<file path="src/hdl/crbm_pkg.sv">
`timescale 1ns / 1ps

package crbm_pkg;

  // Characters the matcher looks for
  localparam logic [7:0] CH_LF     = 8'h0A;
  localparam logic [7:0] CH_RBRACE = 8'h7D;  // '}'
  localparam logic [7:0] CH_LBRACE = 8'h7B;  // '{'
  localparam logic [7:0] CH_EIGHT  = 8'h38;  // '8'
  localparam logic [7:0] CH_UPPER_A = 8'h41; // 'A'
  localparam logic [7:0] CH_UPPER_T = 8'h54; // 'T'
  localparam logic [7:0] CH_UPPER_E = 8'h45; // 'E'
  localparam logic [7:0] CH_COLON  = 8'h3A;  // ':'
  localparam logic [7:0] CH_ZERO   = 8'h30;  // '0'
  localparam logic [7:0] CH_ONE    = 8'h31;  // '1'

  localparam int unsigned PREFIX_LEN = 8;
  localparam int unsigned PREFIX_ALT = 3;

  // Three accepted characters for each prefix position
  localparam logic [7:0] PREFIX_TAB [PREFIX_LEN][PREFIX_ALT] = '{
    '{8'h70, 8'h45, 8'h54},  // p E T
    '{8'h61, 8'h52, 8'h43},  // a R C
    '{8'h72, 8'h52, 8'h4D},  // r R M
    '{8'h61, 8'h6F, 8'h51},  // a o Q
    '{8'h6D, 8'h52, 8'h54},  // m R T
    '{8'h73, 8'h3A, 8'h54},  // s : T
    '{8'h22, 8'h32, 8'h53},  // " 2 S
    '{8'h3A, 8'h30, 8'h54}   // : 0 T
  };

  // Matcher states, one-hot
  typedef enum logic [14:0] {
    ST_P0         = 15'h0001,
    ST_P1         = 15'h0002,
    ST_P2         = 15'h0004,
    ST_P3         = 15'h0008,
    ST_P4         = 15'h0010,
    ST_P5         = 15'h0020,
    ST_P6         = 15'h0040,
    ST_P7         = 15'h0080,
    ST_P8         = 15'h0100,
    ST_PAYLOAD    = 15'h0200,
    ST_SKIP       = 15'h0400,
    ST_LINK_T     = 15'h0800,
    ST_LINK_E     = 15'h1000,
    ST_LINK_COLON = 15'h2000,
    ST_LINK_DIGIT = 15'h4000
  } match_st_t;

  // Architectural state carried from byte to byte
  typedef struct packed {
    match_st_t  mst;
    logic [7:0] count;
    logic       pending;
    logic       link;
  } crbm_state_t;

  // One result beat
  typedef struct packed {
    logic       capture_valid;
    logic [6:0] capture_index;
    logic [7:0] capture_byte;
    logic       frame_done;
    logic [7:0] frame_length;
    logic       frame_dropped;
    logic       capture_overflow;
    logic       link_update;
    logic       link_connected;
  } crbm_res_t;

  // True when b is one of the characters allowed at prefix position pos
  function automatic logic prefix_hit(input logic [2:0] pos, input logic [7:0] b);
    logic hit;
    hit = 1'b0;
    for (int i = 0; i < PREFIX_ALT; i++) begin
      if (b == PREFIX_TAB[pos][i]) begin
        hit = 1'b1;
      end
    end
    return hit;
  endfunction

endpackage

</file>
<file path="src/hdl/crbm_step.sv">
`timescale 1ns / 1ps

module crbm_step
  import crbm_pkg::*;
#(
  parameter int CAPTURE_DEPTH = 128
) (
  input  crbm_state_t cur,
  input  logic [7:0]  rx_byte,
  input  logic        frame_taken,
  output crbm_state_t nxt,
  output crbm_res_t   res
);

  logic       pend_eff;
  logic       room;
  logic       term;
  logic [7:0] cnt_inc;

  assign pend_eff = cur.pending & ~frame_taken;
  assign room     = cur.count < 8'(CAPTURE_DEPTH);
  assign term     = (rx_byte == CH_RBRACE) || (rx_byte == CH_LF);
  assign cnt_inc  = room ? cur.count + 8'd1 : cur.count;

  // Next state and result for one byte
  always_comb begin
    nxt         = cur;
    nxt.pending = pend_eff;
    res         = '0;

    case (cur.mst)
      ST_P0: begin
        if (prefix_hit(3'd0, rx_byte)) nxt.mst = ST_P1;
        else begin nxt.mst = ST_P0; nxt.count = '0; end
      end
      ST_P1: begin
        if (prefix_hit(3'd1, rx_byte)) nxt.mst = ST_P2;
        else begin nxt.mst = ST_P0; nxt.count = '0; end
      end
      ST_P2: begin
        if (prefix_hit(3'd2, rx_byte)) nxt.mst = ST_P3;
        else begin nxt.mst = ST_P0; nxt.count = '0; end
      end
      ST_P3: begin
        if (prefix_hit(3'd3, rx_byte)) nxt.mst = ST_P4;
        else begin nxt.mst = ST_P0; nxt.count = '0; end
      end
      ST_P4: begin
        if (prefix_hit(3'd4, rx_byte)) nxt.mst = ST_P5;
        else begin nxt.mst = ST_P0; nxt.count = '0; end
      end
      ST_P5: begin
        if (prefix_hit(3'd5, rx_byte)) nxt.mst = ST_P6;
        else begin nxt.mst = ST_P0; nxt.count = '0; end
      end
      ST_P6: begin
        if (prefix_hit(3'd6, rx_byte)) nxt.mst = ST_P7;
        else begin nxt.mst = ST_P0; nxt.count = '0; end
      end
      ST_P7: begin
        if (prefix_hit(3'd7, rx_byte)) nxt.mst = ST_P8;
        else begin nxt.mst = ST_P0; nxt.count = '0; end
      end
      // Branch point after the full prefix
      ST_P8: begin
        if (rx_byte == CH_LBRACE) nxt.mst = ST_PAYLOAD;
        else if (rx_byte == CH_EIGHT) nxt.mst = ST_SKIP;
        else if (rx_byte == CH_UPPER_A) nxt.mst = ST_LINK_T;
        else begin nxt.mst = ST_P0; nxt.count = '0; end
      end
      // Payload capture
      ST_PAYLOAD: begin
        if (pend_eff) begin
          res.frame_dropped = 1'b1;
          nxt.pending       = 1'b0;
          nxt.mst           = ST_P0;
          nxt.count         = '0;
        end else begin
          if (room) begin
            res.capture_valid = 1'b1;
            res.capture_index = cur.count[6:0];
            res.capture_byte  = rx_byte;
          end else begin
            res.capture_overflow = 1'b1;
          end
          nxt.count = cnt_inc;
          if (term) begin
            res.frame_done   = 1'b1;
            res.frame_length = cnt_inc;
            nxt.pending      = 1'b1;
            nxt.mst          = ST_P0;
            nxt.count        = '0;
          end
        end
      end
      // Link state sequence
      ST_LINK_T: begin
        if (rx_byte == CH_UPPER_T) nxt.mst = ST_LINK_E;
        else begin nxt.mst = ST_P0; nxt.count = '0; end
      end
      ST_LINK_E: begin
        if (rx_byte == CH_UPPER_E) nxt.mst = ST_LINK_COLON;
        else begin nxt.mst = ST_P0; nxt.count = '0; end
      end
      ST_LINK_COLON: begin
        if (rx_byte == CH_COLON) nxt.mst = ST_LINK_DIGIT;
        else begin nxt.mst = ST_P0; nxt.count = '0; end
      end
      ST_LINK_DIGIT: begin
        if (rx_byte == CH_ZERO) begin
          nxt.link        = 1'b0;
          res.link_update = 1'b1;
        end else if (rx_byte == CH_ONE) begin
          nxt.link        = 1'b1;
          res.link_update = 1'b1;
        end
        nxt.mst   = ST_P0;
        nxt.count = '0;
      end
      // Discarded byte, and any code that should not occur
      default: begin
        nxt.mst   = ST_P0;
        nxt.count = '0;
      end
    endcase

    res.link_connected = nxt.link;
  end

endmodule

</file>
<file path="src/hdl/cloud_reply_byte_matcher.sv">
`timescale 1ns / 1ps
// Input beat to result beat: the input register, then the result register.
// Throughput: one byte per cycle while out_ready keeps the result register moving; the state
// update is a single pass through crbm_step. The input stage refills as soon as the result
// register is empty or being taken. Reset (synchronous, rst_n low): matcher idle, count,
// pending and link flags cleared, both stages empty.

module cloud_reply_byte_matcher
  import crbm_pkg::*;
#(
  parameter int CAPTURE_DEPTH = 128
) (
  input  logic       clk,
  input  logic       rst_n,

  input  logic       in_valid,
  output logic       in_ready,
  input  logic [7:0] in_rx_byte,
  input  logic       in_frame_taken,

  output logic       out_valid,
  input  logic       out_ready,
  output logic       out_capture_valid,
  output logic [6:0] out_capture_index,
  output logic [7:0] out_capture_byte,
  output logic       out_frame_done,
  output logic [7:0] out_frame_length,
  output logic       out_frame_dropped,
  output logic       out_capture_overflow,
  output logic       out_link_update,
  output logic       out_link_connected
);

  logic        in_vld_r;
  logic [7:0]  in_byte_r;
  logic        in_taken_r;
  logic        out_vld_r;
  crbm_res_t   out_res_r;
  crbm_state_t st_r;
  crbm_state_t st_nxt;
  crbm_res_t   res_nxt;
  logic        advance;

  // Held byte moves into the result register when that has room
  assign advance  = in_vld_r & (~out_vld_r | out_ready);
  assign in_ready = ~in_vld_r | advance;

  // Input register
  always_ff @(posedge clk) begin
    if (!rst_n) begin
      in_vld_r <= 1'b0;
    end else if (in_ready) begin
      in_vld_r <= in_valid;
    end
  end

  always_ff @(posedge clk) begin
    if (in_valid && in_ready) begin
      in_byte_r  <= in_rx_byte;
      in_taken_r <= in_frame_taken;
    end
  end

  crbm_step #(
    .CAPTURE_DEPTH(CAPTURE_DEPTH)
  ) u_step (
    .cur        (st_r),
    .rx_byte    (in_byte_r),
    .frame_taken(in_taken_r),
    .nxt        (st_nxt),
    .res        (res_nxt)
  );

  // Matcher state
  always_ff @(posedge clk) begin
    if (!rst_n) begin
      st_r.mst     <= ST_P0;
      st_r.count   <= '0;
      st_r.pending <= 1'b0;
      st_r.link    <= 1'b0;
    end else if (advance) begin
      st_r <= st_nxt;
    end
  end

  // Result register
  always_ff @(posedge clk) begin
    if (!rst_n) begin
      out_vld_r <= 1'b0;
    end else if (advance) begin
      out_vld_r <= 1'b1;
    end else if (out_ready) begin
      out_vld_r <= 1'b0;
    end
  end

  always_ff @(posedge clk) begin
    if (advance) begin
      out_res_r <= res_nxt;
    end
  end

  assign out_valid            = out_vld_r;
  assign out_capture_valid    = out_res_r.capture_valid;
  assign out_capture_index    = out_res_r.capture_index;
  assign out_capture_byte     = out_res_r.capture_byte;
  assign out_frame_done       = out_res_r.frame_done;
  assign out_frame_length     = out_res_r.frame_length;
  assign out_frame_dropped    = out_res_r.frame_dropped;
  assign out_capture_overflow = out_res_r.capture_overflow;
  assign out_link_update      = out_res_r.link_update;
  assign out_link_connected   = out_res_r.link_connected;

endmodule

</file>
<file path="config.mk">
export PLATFORM = sky130hd
export DESIGN_NAME = cloud_reply_byte_matcher
export DESIGN_NICKNAME = d
export VERILOG_FILES = /design/src/hdl/crbm_pkg.sv /design/src/hdl/crbm_step.sv /design/src/hdl/cloud_reply_byte_matcher.sv
export SDC_FILE = /design/constraint.sdc
export NUM_CORES = 1
export LEC_CHECK = 0
export ABC_AREA = 1
export CORE_ASPECT_RATIO = 1.75
export CORE_MARGIN = 2
export CORE_UTILIZATION = 25
export DETAILED_ROUTE_END_ITERATION = 8
export DONT_BUFFER_PORTS = 1
export GPL_TIMING_DRIVEN = 0
export HOLD_SLACK_MARGIN = 0.05
export SLEW_MARGIN = 20
export SYNTH_ARGS = -nofsm -noshare
export SYNTH_HDL_FRONTEND = slang
export SYNTH_SLANG_ARGS = --single-unit
</file>
<file path="constraint.sdc">
create_clock -name clk -period 2.33 [get_ports clk]
set_input_delay 0.3495 -clock clk [delete_from_list [all_inputs] [get_ports clk]]
set_output_delay 0.3495 -clock clk [all_outputs]
set_load 0.02 [all_outputs]
</file>
==> impl_metrics.json, run 1 <==
{
  "combinationalPowerShare_pct": 10.3,
  "outcome": "finished clean",
  "critical-path-top-delay-family": "simple AND/OR/NAND/NOR gates",
  "crit_type": "flop to flop",
  "period_minus_slack_ns": 2.00,
  "mean_post_synth_cell_area_um2": 7.30,
  "pin_count": 44,
  "cell_internal_power_uw": 2200,
  "antenna_found_initial": 0,
  "final.setup.worst_slack_ns": 0.333,
  "die_height_um": 167,
  "max-clock-path-buffers": 2,
  "antennaDiodeCount": 0,
  "portBuffers": 0,
  "grt_start_max_net_pins": 32,
  "grt_setup_unrepaired": "false",
  "power.density_nw_per_um2": 693,
  "gpl.final_weighted_congestion": 0.903,
  "mostFrequentLayoutCell": "nand2_1",
  "report.final.setup_viol": 0,
  "yosys_warnings": 0,
  "crit_path_end_kind": "flop",
  "number_of_standard_cells_after_synthesis": 518,
  "finalCritPeriodShare_pct": 85.7,
  "maxSlewHeadroom_pct": 57.7,
  "synth_top_cell_by_area": "edfxtp_1",
  "first_iter_violations": 133,
  "ir_drop_worst_vdd_uv": 373,
  "netlist_area_um2": 3780,
  "synthToLayoutAreaGrowth_pct": 13.9,
  "crit_path_start_kind": "flop",
  "ys_types": 32,
  "dp_cells": 701,
  "slowest_stage": "edfxtp_1",
  "synth.area.top_cells": "edfxtp_1 30%, dfxtp_1 14%, nand2_1 13%",
  "final_cell_mix": "126 x nand2_1, 116 x nor2_1, 55 x inv_1, 38 x edfxtp_1, 35 x nand3_1",
  "drcViolationCount": 0,
  "worstSkewPairLatency_ns": 0.33,
  "grt_pass1_wl_um": 15600,
  "drive_above_1_share_pct": 14.0,
  "finalMaxSlewViolations": 0,
  "drv.max_cap_violation_count": 0,
  "clock_skew_ns": 0.00654,
  "routed_wirelength_um": 9810,
  "cts-root-buf": "clkbuf_16",
  "p_sw_share_pct": 26.3,
  "yosys_register_bits": 65,
  "sequential_cell_area_fraction_in_the_yosys_report_pct": 44.4,
  "floorplan.die_area_um2": 16200,
  "cp.arrival_ns": 2.20,
  "dp.final_hpwl_um": 7720,
  "place_worst_setup_slack_ns": 0.116,
  "tritoncts.num_buffers": 9,
  "drt-pass1-iter-count": 4,
  "placement_rows": 59,
  "synth.top_cell.area_share_pct": 30.2,
  "crit_fanout": 10,
  "timing_worst_slew_pin_value_ns": 0.633,
  "crit_buf_inv": 2,
  "vias_in_the_first_global_route": 3118,
  "vias": 3183,
  "routed_via_density": 4.44,
  "ctsResizeCount": 0,
  "num-nets-final": 543,
  "clk_pin_slew_ns": 0.06,
  "max_freq_mhz": 501,
  "grt_util_all_layers_pct": 12.5,
  "worst_ep_required_time_ns": 2.53,
  "cp_cell_sequence": "inv_2, nand2_1, nor2_1, nand3_1, nand3_2, nor2_4, nor2_8, buf_2, a21oi_1",
  "globalRouteOverflowTotal": 0,
  "delay_of_the_slowest_cell_on_the_worst_path_ns": 0.45,
  "fin_cells": 717,
  "cts_hold_bufs": 0,
  "hold_path.class": "input pin to flop",
  "net-switching-power_uw": 786,
  "drt-wirelength-per-cell_um": 13.7,
  "seqPwrFrac_pct": 44.5,
  "leakage_uw": 0.00189,
  "cts.htree.levels": 3,
  "finalSetupTns_ns": 0,
  "starting_utilization_of_the_core_area_pct": 25.5,
  "horizontal_die_dimension_um": 97.0,
  "share_clk_of_total_power_pct": 45.3,
  "ant_nets": 0,
  "cts.repair_timing.setup_buffer_count": 0,
  "final_hold_viol_count": 0,
  "synth_fp_nets": 532,
  "cts_num_sinks": 65,
  "cts_tree": "built",
  "core_um2": 14800,
  "layout.filler_cells": 1569
}
==> cell type report <==
class / instances / area [um^2] / area share (%)
Sequential cell: 65 / 1680 / 39.0
Buffer: 6 / 43.8 / 1.02
Tap cell: 183 / 229 / 5.31
Clock inverter: 6 / 57.6 / 1.34
Clock buffer: 10 / 239 / 5.55
Multi-Input combinational cell: 377 / 1800 / 41.7
Inverter: 70 / 263 / 6.10
==> worst register-to-register path, stage by stage, from the launching register on <==
cell and delay (ns):
edfxtp_1 0.45, inv_2 0.12, nand2_1 0.11, nor2_1 0.21, nand3_1 0.15, nand3_2 0.16
nor2_4 0.08, nor2_8 0.17, buf_2 0.31, a21oi_1 0.11
==> cells by family (layout without fill, tap and decap cells) <==
logic type                 count (synthesis)  after routing  share of synthesized area, %
adders and majority gates                  1              1                         0.331
AOI/OAI and AO/OA                         44             44                          6.08
xor gates and xnor gates                   3              3                         0.695
DFF                                       65             65                          44.4
buffers and inverters                     76             92                          8.10
and+or+nand+nor                          329            329                          40.3
==> power groups by stage <==
stage,clock network (uW),logic [uW],registers [uW]
detailed placement,0,306,1350
global placement,0,304,1350
global route,1440,343,1330
finish,1350,306,1330
floorplan,0,241,1340
CTS,1370,307,1330
==> registers in the layout, summed over array words and instances (netlist names), 7 cells and up <==
name	cells
out_frame_length	8
st_r	25
out_capture_index	7
in_byte_r	8
out_capture_byte	8
==> synth_stat cells <==
master,instances
buf_6,2
xor2_1,3
buf_2,2
o22ai_1,1
dfxtp_1,27
o211ai_1,1
nor3_1,1
a21oi_1,23
and2_1,1
o21a_1,1
nand2_2,11
nor2_1,116
nand2_1,126
nand2_4,3
o21ai_0,12
nand3_1,35
nor2_4,7
inv_2,13
a221oi_1,1
nor2_8,2
ha_1,1
edfxtp_1,38
nand4_1,8
nand3_2,4
inv_1,56
o21ai_1,5
clkbuf_1,1
nand3_4,2
clkinv_1,1
nor2_2,12
buf_4,1
nor3_2,1
==> path summary, 6_finish.rpt <==
kind,cells past startpoint,to,startpoint,slack (ns)
min reg2reg,2,st_r[1]$_SDFFE_PN0P_,st_r[1]$_SDFFE_PN0P_,0.48
max reg2reg,9,st_r[13]$_SDFFE_PN0P_,in_byte_r[2]$_DFFE_PP_,0.33
max,9,st_r[13]$_SDFFE_PN0P_,in_byte_r[2]$_DFFE_PP_,0.33
min,0,in_byte_r[1]$_DFFE_PP_,in_rx_byte[1],0.11
==> through the flow <==
step	area, um^2	util, %	total power, uW	hold slack, ns
floorplan	3780	-	1580	0.448
global placement	4010	27.0	1660	0.448
detailed placement	4010	27.0	1660	0.448
CTS	4310	29.0	3010	0.102
global route	4310	29.0	3110	0.0982
finish	4310	29.0	2990	0.110
==> layer usage <==
layer,track usage (%),wire [um],up-vias
met5,0,0,-
met4,6.74,369,0
met3,2.01,256,19
met2,25.8,5780,63
met1,10.9,3410,1437
li1,-,-,1664
No activity file was read; power rests on OpenSTA's default activity.
==> run 2: changes to the inputs <==
ABC_AREA = 0   (was 1)
CTS_CLUSTER_DIAMETER = 200   (was default)
==> run 2 against run 1 <==
  * The flow now finishes with violations (setup timing)
  * Area after synthesis is 3.9% lower
  * Count of clock-buffer cells in the layout increased by 1
  * Cell area rose by 13%
  * Cell count shrank 17%
  * Critical path type unchanged
  * Combinational power decreased by 35%
  * Fmax fell by 20%
  * Routed wire length increased by 11%
  * Sequential share of layout area fell by 4.4 points
  * Largest power group unchanged
  * Hold slack got worse by 0.0022 ns
  * Non-clock buffer count grew 44
==> impl_metrics.json, run 2 <==
{
  "post_synth_edffs": 38,
  "vias": 3240,
  "num-nets-final": 427,
  "critical-path-top-delay-family": "compound AO/OA/AOI/OAI gates",
  "sequential_cell_area_fraction_in_the_yosys_report_pct": 46.2,
  "async_flop_share_pct": 0,
  "clock_skew_ns": 0.00826,
  "max_freq_mhz": 402,
  "synth_commonest_cells": "38 x edfxtp_1, 35 x nor2_1, 33 x nand2_1",
  "fin_cells": 598,
  "power.density_nw_per_um2": 610,
  "globalRouteOverflowTotal": 0,
  "final_cell_mix": "38 x edfxtp_1, 36 x buf_4, 33 x nor2_1, 31 x nand2_1, 27 x dfxtp_1",
  "drcViolationCount": 0,
  "yosys_register_bits": 65,
  "drive_above_1_share_pct": 29.9,
  "largest_register_ffs": 25,
  "crit_path_start_kind": "flop",
  "max-clock-path-buffers": 2,
  "routed_via_density": 5.42,
  "cpMostUsedCell": "a211oi_4",
  "vias_in_the_first_global_route": 3253,
  "synth.area.top_cells": "edfxtp_1 31%, dfxtp_1 15%, nor2_1 3.6%",
  "horizontal_die_dimension_um": 95.2,
  "ys_types": 71,
  "floorplan.die_area_um2": 15600,
  "timing.hold.ws_ns": 0.108,
  "antennaDiodeCount": 0,
  "die_height_um": 164,
  "top_register": "st_r",
  "core_um2": 14300,
  "grt_setup_unrepaired": "true",
  "grt_pass1_wl_um": 17000,
  "crit_fanout": 5,
  "synth.most_common_cell": "edfxtp_1",
  "mostFrequentLayoutCell": "edfxtp_1",
  "violations_in_the_final_reports": "setup timing",
  "yosys_warnings": 0,
  "first_iter_violations": 266,
  "crit_type": "flop to flop",
  "cts_hold_bufs": 0,
  "drt-wirelength-per-cell_um": 18.2,
  "slowest_stage": "or4b_4",
  "hold_path.class": "input pin to flop",
  "starting_utilization_of_the_core_area_pct": 25.4,
  "report.final.setup_viol": 8,
  "finalCritPeriodShare_pct": 107,
  "routed_wirelength_um": 10900,
  "outcome": "complete, but fails checks",
  "synth.top_cell.area_share_pct": 31.4,
  "clk_pin_slew_ns": 0.05,
  "place_worst_setup_slack_ns": -0.788,
  "cts_num_sinks": 65,
  "netlist_area_um2": 3640,
  "maxSlewHeadroom_pct": 51.9,
  "crit_path_end_kind": "flop",
  "ant_nets": 0,
  "report.power.total_uw": 2960,
  "final_hold_viol_count": 0,
  "portBuffers": 0,
  "period_minus_slack_ns": 2.49,
  "timing_worst_slew_pin_value_ns": 0.720,
  "cp_cell_sequence": "buf_6, or4b_4, a211o_4, a211oi_4, a211oi_4, and3_4, o22ai_4, mux2_4",
  "mean_post_synth_cell_area_um2": 9.83,
  "antenna_found_initial": 0,
  "gpl.final_weighted_congestion": 0.960,
  "drv.max_cap_violation_count": 0,
  "grt_start_max_net_pins": 33,
  "final.setup.worst_slack_ns": -0.158,
  "synth_fp_nets": 384,
  "pin_count": 44,
  "ir_drop_worst_vdd_uv": 232,
  "post_synth_top_flop": "edfxtp_1",
  "cts_tree": "built",
  "crit_buf_inv": 1,
  "synthToLayoutAreaGrowth_pct": 33.6,
  "placement_rows": 58,
  "layout.filler_cells": 1392,
  "dp_cells": 550,
  "leakage_uw": 0.00160,
  "number_of_standard_cells_after_synthesis": 370,
  "synth_top_cell_by_area": "edfxtp_1",
  "dp.final_hpwl_um": 7710,
  "cts.htree.levels": 3,
  "worstSkewPairLatency_ns": 0.34,
  "finalMaxSlewViolations": 0,
  "cts-root-buf": "clkbuf_16",
  "grt_util_all_layers_pct": 14.4,
  "tritoncts.num_buffers": 9,
  "delay_of_the_slowest_cell_on_the_worst_path_ns": 0.54,
  "worst_ep_required_time_ns": 2.61,
  "drt-pass1-iter-count": 5,
  "cp.arrival_ns": 2.77
}
run 2: area by class of cell:
| class | instances | area [um^2] | area share (%) |
|---|---|---|---|
| multi-input cells | 280 | 2230 | 45.8 |
| flip-flops and latches | 65 | 1680 | 34.6 |
| repair buffers | 33 | 259 | 5.33 |
| clock buffers | 11 | 243 | 5.00 |
| well taps | 180 | 225 | 4.64 |
| plain buffers | 17 | 113 | 2.32 |
| clock inverters | 5 | 80.1 | 1.65 |
| inverters | 7 | 31.3 | 0.644 |
run 2: path summary, 6_finish.rpt:
| kind | end | slack [ns] | depth (start not counted) | start |
|---|---|---|---|---|
| worst min register to register | st_r[1]$_SDFFE_PN0P_ | 0.49 | 2 | st_r[1]$_SDFFE_PN0P_ |
| worst max-delay path | st_r[2]$_SDFFE_PN0P_ | -0.16 | 8 | in_byte_r[3]$_DFFE_PP_ |
| worst max register to register | st_r[2]$_SDFFE_PN0P_ | -0.16 | 8 | in_byte_r[3]$_DFFE_PP_ |
| worst min-delay path | in_byte_r[0]$_DFFE_PP_ | 0.11 | 0 | in_rx_byte[0] |
run 2: cells by family (layout without fill, tap and decap cells):
| family | Yosys count | in the layout | share of synthesized area, % |
|---|---|---|---|
| AND/OR/NAND/NOR | 201 | 201 | 33.9 |
| multiplexers | 3 | 3 | 0.894 |
| buffers and inverters | 25 | 73 | 3.27 |
| flip-flops | 65 | 65 | 46.2 |
| XOR/XNOR | 10 | 10 | 2.41 |
| AO/OA/AOI/OAI | 65 | 65 | 13.0 |
| adder cells (fa/ha/maj) | 1 | 1 | 0.344 |
run 2: metrics by stage:
stage / setup TNS [ns] / cell area, um^2 / util [%]
floorplan: 0 / 3640 / -
global placement: -13.37 / 3860 / 27.0
detailed placement: -12.03 / 3860 / 27.0
CTS: -1.27 / 4560 / 31.9
global route: -1.65 / 4860 / 34.0
finish: -0.771 / 4860 / 34.0
run 2: repair_timing:
| item | CTS | global route |
|---|---|---|
| setup buffers | 17 | 18 |
| pin swaps | 12 | 22 |
| gates resized for setup | 45 | 41 |
| setup endpoints to repair | 44 | 34 |
| gates cloned | 0 | 0 |
run 2: layer usage:
| metal | wire (um) | GRT usage, % | up-vias |
|---|---|---|---|
| met3 | 484 | 3.74 | 58 |
| met1 | 3810 | 13.7 | 1531 |
| li1 | - | - | 1501 |
| met2 | 5670 | 25.1 | 150 |
| met5 | 0 | 0 | - |
| met4 | 927 | 11.8 | 0 |
run 2: where the power goes:
part	internal [uW]	switching, uW
clock	963	494
combinational	75.1	123
sequential	1260	51.4
